## config.mk

```make
export PLATFORM = sky130hd
export DESIGN_NAME = gfm_stage
export DESIGN_NICKNAME = d
export VERILOG_FILES = /design/src/sv/gfm_pkg.sv /design/src/sv/gfm_stage.sv
export SDC_FILE = /design/constraint.sdc
export NUM_CORES = 1
export LEC_CHECK = 0
export ABC_AREA = 1
export BUFFER_PORTS_ARGS = -buffer_cell sky130_fd_sc_hd__buf_2
export CAP_MARGIN = 15
export CORE_MARGIN = 2
export CORE_UTILIZATION = 30
export DETAILED_ROUTE_END_ITERATION = 10
export GPL_TIMING_DRIVEN = 0
export PLACE_DENSITY_LB_ADDON = 0.2
export SLEW_MARGIN = 10
export SYNTH_ARGS = -nofsm -noshare
export SYNTH_HDL_FRONTEND = slang
export SYNTH_SLANG_ARGS = --single-unit
```

## constraint.sdc

```tcl
create_clock -name clk -period 2.24 [get_ports clk]
set_input_delay 0.336 -clock clk [delete_from_list [all_inputs] [get_ports clk]]
set_output_delay 0.336 -clock clk [all_outputs]
set_load 0.01 [all_outputs]
```

## src/sv/gfm_pkg.sv

```systemverilog
// Package with the data types, constants and step function of the GF(2^128) multiplier.
`default_nettype none

package gfm_pkg;

  localparam int unsigned GFM_WIDTH           = 128;
  localparam int unsigned GFM_STEPS_PER_STAGE = 8;
  localparam int unsigned GFM_NUM_STAGES      = GFM_WIDTH / GFM_STEPS_PER_STAGE;

  localparam logic [GFM_WIDTH-1:0] GFM_REDUCE = {8'he1, {(GFM_WIDTH-8){1'b0}}};

  typedef struct packed {
    logic [GFM_WIDTH-1:0] x;
    logic [GFM_WIDTH-1:0] v;
    logic [GFM_WIDTH-1:0] acc;
  } gfm_data_t;

  function automatic gfm_data_t gfm_steps(input gfm_data_t d);
    gfm_data_t r;
    logic      carry;
    r = d;
    for (int unsigned i = 0; i < GFM_STEPS_PER_STAGE; i++) begin
      if (r.x[GFM_WIDTH-1]) begin
        r.acc = r.acc ^ r.v;
      end
      carry = r.v[0];
      r.v   = r.v >> 1;
      if (carry) begin
        r.v = r.v ^ GFM_REDUCE;
      end
      r.x = r.x << 1;
    end
    return r;
  endfunction

endpackage

`default_nettype wire

```

## src/sv/gfm_stage.sv

```systemverilog
// One pipeline stage that runs eight multiply steps and registers the word with its valid bit.
`default_nettype none

module gfm_stage
  import gfm_pkg::*;
(
  input  wire logic      clk,
  input  wire logic      rst_n,
  input  wire logic      in_valid,
  input  wire gfm_data_t in_data,
  output logic           valid_r,
  output gfm_data_t      data_r
);

  logic      valid_nxt;
  gfm_data_t data_nxt;

  always_comb begin
    valid_nxt = in_valid;
    data_nxt  = gfm_steps(in_data);
  end

  always_ff @(posedge clk) begin
    if (!rst_n) begin
      valid_r <= 1'b0;
    end else begin
      valid_r <= valid_nxt;
    end
  end

  always_ff @(posedge clk) begin
    if (valid_nxt) begin
      data_r <= data_nxt;
    end
  end

endmodule

`default_nettype wire

```

* Yosys cells after proc, flatten, opt, wreduce, memory -nomap -nowiden *
Index checks and enable logic that the tools add are counted.

cells by class
  $add $sub $neg = 0
  multiply operators = 0
  divide/modulo/power cells = 0
  order comparisons = 0
  equality and inequality tests = 0
  shifts and indexed selects = 0
  muxes and demuxes = 16
  bitwise gates (word level) = 16
  reductions and logical operators = 0

operator list
  operator                     count
  128-bit two-way mux          15
  128-bit bitwise XOR          8
  127-bit two-way mux          1
  3-bit NOT with 4-bit output  8

storage, ports and cells
  register bits after elaboration = 377
  bits in latches = 0
  memory bits (writable) = 0
  bits in read-only memories = 0
  input bits = 387
  output and inout bits = 385
  logic and storage cells = 37
  memories kept = 0

* Logic depth before layout (Yosys ltp) *
  depth after elaboration = 16
  mapped depth = 16
  gate-level depth less buffers = 15

* Worst setup path before layout *
OpenSTA, ideal clock, no wires.

  path kind = input port to flip-flop
  from = input in_data[382] (netlist bit)
  to = register data_r[100] (netlist bit) (data pin)
  setup time = 0.254 ns
  arrival time = 1.461 ns
  data required time = 1.986 ns
  path slack = 0.525 ns
  stages = 9
  buffers on the path = 3
  cells stage by stage = buf_2 -> buf_6 -> buf_6 -> nand2_1 -> xnor2_1 -> xnor2_1 -> xor2_1 -> xor2_1 -> inv_1

RTL lines
  item                  line             RTL
  from (decl)           gfm_stage.sv:10  input wire gfm_data_t in_data,
  to (signal assigned)  gfm_stage.sv:33  data_r <= data_nxt;
  to (decl)             gfm_stage.sv:12  output gfm_data_t data_r

==> results.sh <==
export IMPL_power_share_clock=0.304
export IMPL_power_mw=25.0
export IMPL_cp_start_kind="primary input"
export IMPL_ios=772
export IMPL_grt_overflow=0
export IMPL_period_minus_slack_ns=2.15
export IMPL_grt_pass1_vias=22011
export IMPL_numClockSinks=377
export IMPL_synth_distinct_cells=23
export IMPL_worst_pin_slew_ns=0.791
export IMPL_pre_cts_ws_ns=-0.500
export IMPL_hold_class="primary input to flop"
export IMPL_drcViolationCount=0
export IMPL_cp_arrival_ns=2.48
export IMPL_final_area_um2=35800
export IMPL_dr_first_iter_drc_count=1254
export IMPL_irDropWorstVdd_uv=644
export IMPL_portBuffers=750
export IMPL_clk_pin_slew_worst_paths_ns=0.06
export IMPL_layout_common_cells="nand2_1, buf_2, xnor2_1"
export IMPL_syn_inst=3040
export IMPL_outcome="complete, no violations"
export IMPL_synth_yosys_seq_area_share=0.426
export IMPL_path_class="primary input to flop"
export IMPL_dp_hpwl_mm=73.2
export IMPL_nets=4466
export IMPL_seq_area_um2=11300
export IMPL_relSlewSlack=0.473
export IMPL_antenna_found_initial=39
export IMPL_hold_ws_ns=0.0189
export IMPL_finalWirelength_mm=96.5
export IMPL_multi_input_area_um2=13500
export IMPL_vias=22695
export IMPL_max_freq_mhz=466
export IMPL_die_y_um=302
export IMPL_rsz0062_at_grt="no"
export IMPL_period_share=0.958
export IMPL_final_common_cell="nand2_1"
export IMPL_core_area_um2=88100
export IMPL_switching_power_mw=8.11
export IMPL_grt_util_all_layers=0.202
export IMPL_synth_largest_area_cell="edfxtp_1"
export IMPL_p_int_mw=16.9
export IMPL_netSwitchingFraction=0.325
export IMPL_cpMaxStageDelayCell="clkbuf_1"
export IMPL_yosys_area_top_type_share=0.425
export IMPL_final_core_util=0.406
export IMPL_avgSynthCellArea_um2=8.74
export IMPL_timing_final_max_slew_violations=0
export IMPL_wire_per_inst_um=18.2
export IMPL_dr_pass1_iters=9
export IMPL_fin_setup_tns_ns=0
export IMPL_netlist_area_um2=26600
export IMPL_crit_chain="dlygate4sd3_1 > buf_2 > clkbuf_1 > nand2_1 > xnor2_1 > xnor2_1 > xor2_1 > xor2_1 > inv_1"
export IMPL_maxCapViolCount=0
export IMPL_powerDensity_nw_per_um2=698
export IMPL_postRouteAntennaNets=0
export IMPL_yosys_register_bits=377
export IMPL_synth_main_ff_cell="edfxtp_1"
export IMPL_cts_repair_resize_count=0
export IMPL_drive_above_1_share=0.223
export IMPL_cts_tree="done"
export IMPL_synth_area_leaders="edfxtp_1, xnor2_1, nand2_1"
export IMPL_hold_viol=0
export IMPL_share_seq_of_total_power=0.377
export IMPL_finalWorstSetupSlack_ns=0.0940
export IMPL_cp_max_fo=10
export IMPL_cts_root_buffer="clkbuf_16"
export IMPL_cts_buffers=46
export IMPL_synth_edf_count=376
export IMPL_critPathRequiredTime_ns=2.58
export IMPL_cts_buffer_depth=3
export IMPL_fp_dieArea_um2=91000
export IMPL_num_rows=109
export IMPL_start_util=0.302
export IMPL_vias_per_cell=4.28
export IMPL_fp_dieW_um=302
export IMPL_crit_path_end_kind="flop"
export IMPL_yosys_warnings=0
export IMPL_grt_start_max_net_pins=103
export IMPL_fillers=8973
export IMPL_synthArstFlopShare=0
export IMPL_p_leak_nw=15.7
export IMPL_detailed_place_area_um2=31900
export IMPL_syn_to_final_growth_pct=34.7
export IMPL_finalNonFillerCells=5299
export IMPL_setup_viol=0
export IMPL_slowest_delay_ns=0.59
export IMPL_place_gp_congestion=0.853
export IMPL_dpl_cell_count=4966
export IMPL_h_tree_depth=2
export IMPL_power_frac_comb=0.319
export IMPL_grt_pass1_wl_mm=139
## metal layers
layer	wire length [um]	GRT usage	vias up
met5	77	0	-
met3	6290	0.0457	155
met4	3550	0.0809	12
li1	-	-	11302
met2	48400	0.358	701
met1	38200	0.236	10525
## critical path: cells and delay by family
family,cells,cell delay [ns]
XOR/XNOR,4,0.71
AND/OR/NAND/NOR,1,0.15
buffers and inverters,4,1.27
## logic make-up (layout without fill, tap and decap cells)
| kind of cell | Yosys count | count (layout) | share of synthesized area |
|---|---|---|---|
| xor+xnor | 987 | 987 | 0.325 |
| buf+inv | 430 | 1500 | 0.0687 |
| simple gates | 1241 | 1241 | 0.179 |
| flops | 377 | 377 | 0.426 |
| compound gates | 4 | 4 | 0.000847 |
| other cells | 1 | 25 | 0.000141 |
## power groups by stage
stage,Combinational (mW),Sequential (mW),Clock (mW)
after floorplan,4.18,10.2,0
after global placement,7.66,9.64,0
after detailed placement,7.71,9.57,0
after CTS,8.08,9.43,7.84
after global routing,8.77,9.52,8.06
final,7.97,9.43,7.59
## final timing paths
kind,from,to,slack (ns),depth (start not counted)
max,in_data[135],data_r[6],0.09,9
min,in_data[203],data_r[195],0.02,1
## synthesized netlist by cell type, types with 2 or more instances
master	number
clkbuf_1	143
nand4_1	2
o21ai_0	3
buf_4	15
buf_1	11
nand2_1	1146
buf_2	64
xnor2_1	609
edfxtp_1	376
nor2_1	31
xor2_1	378
nand3_1	50
buf_6	10
nand3b_1	9
inv_1	185
## flip-flops by register name (all words and copies together) (netlist names)
| register | count |
|---|---|
| valid_r | 1 |
| data_r | 376 |
## final cells by class
class / instances / share of cell area
diodes: 17 / 0.00119
plain buffers: 243 / 0.0314
clock buffers: 54 / 0.0330
clock inverters: 32 / 0.00909
inverters: 186 / 0.0195
multi-input cells: 2240 / 0.376
flip-flops and latches: 377 / 0.316
well taps: 1165 / 0.0407
repair buffers: 985 / 0.173
## repair_timing
action,4_1_cts,5_1_grt
setup buffers,0,0
hold endpoints to repair,231,0
hold buffers,231,0
endpoints found under the setup margin,0,1
Note: power is estimated with default switching activity, not from simulation.
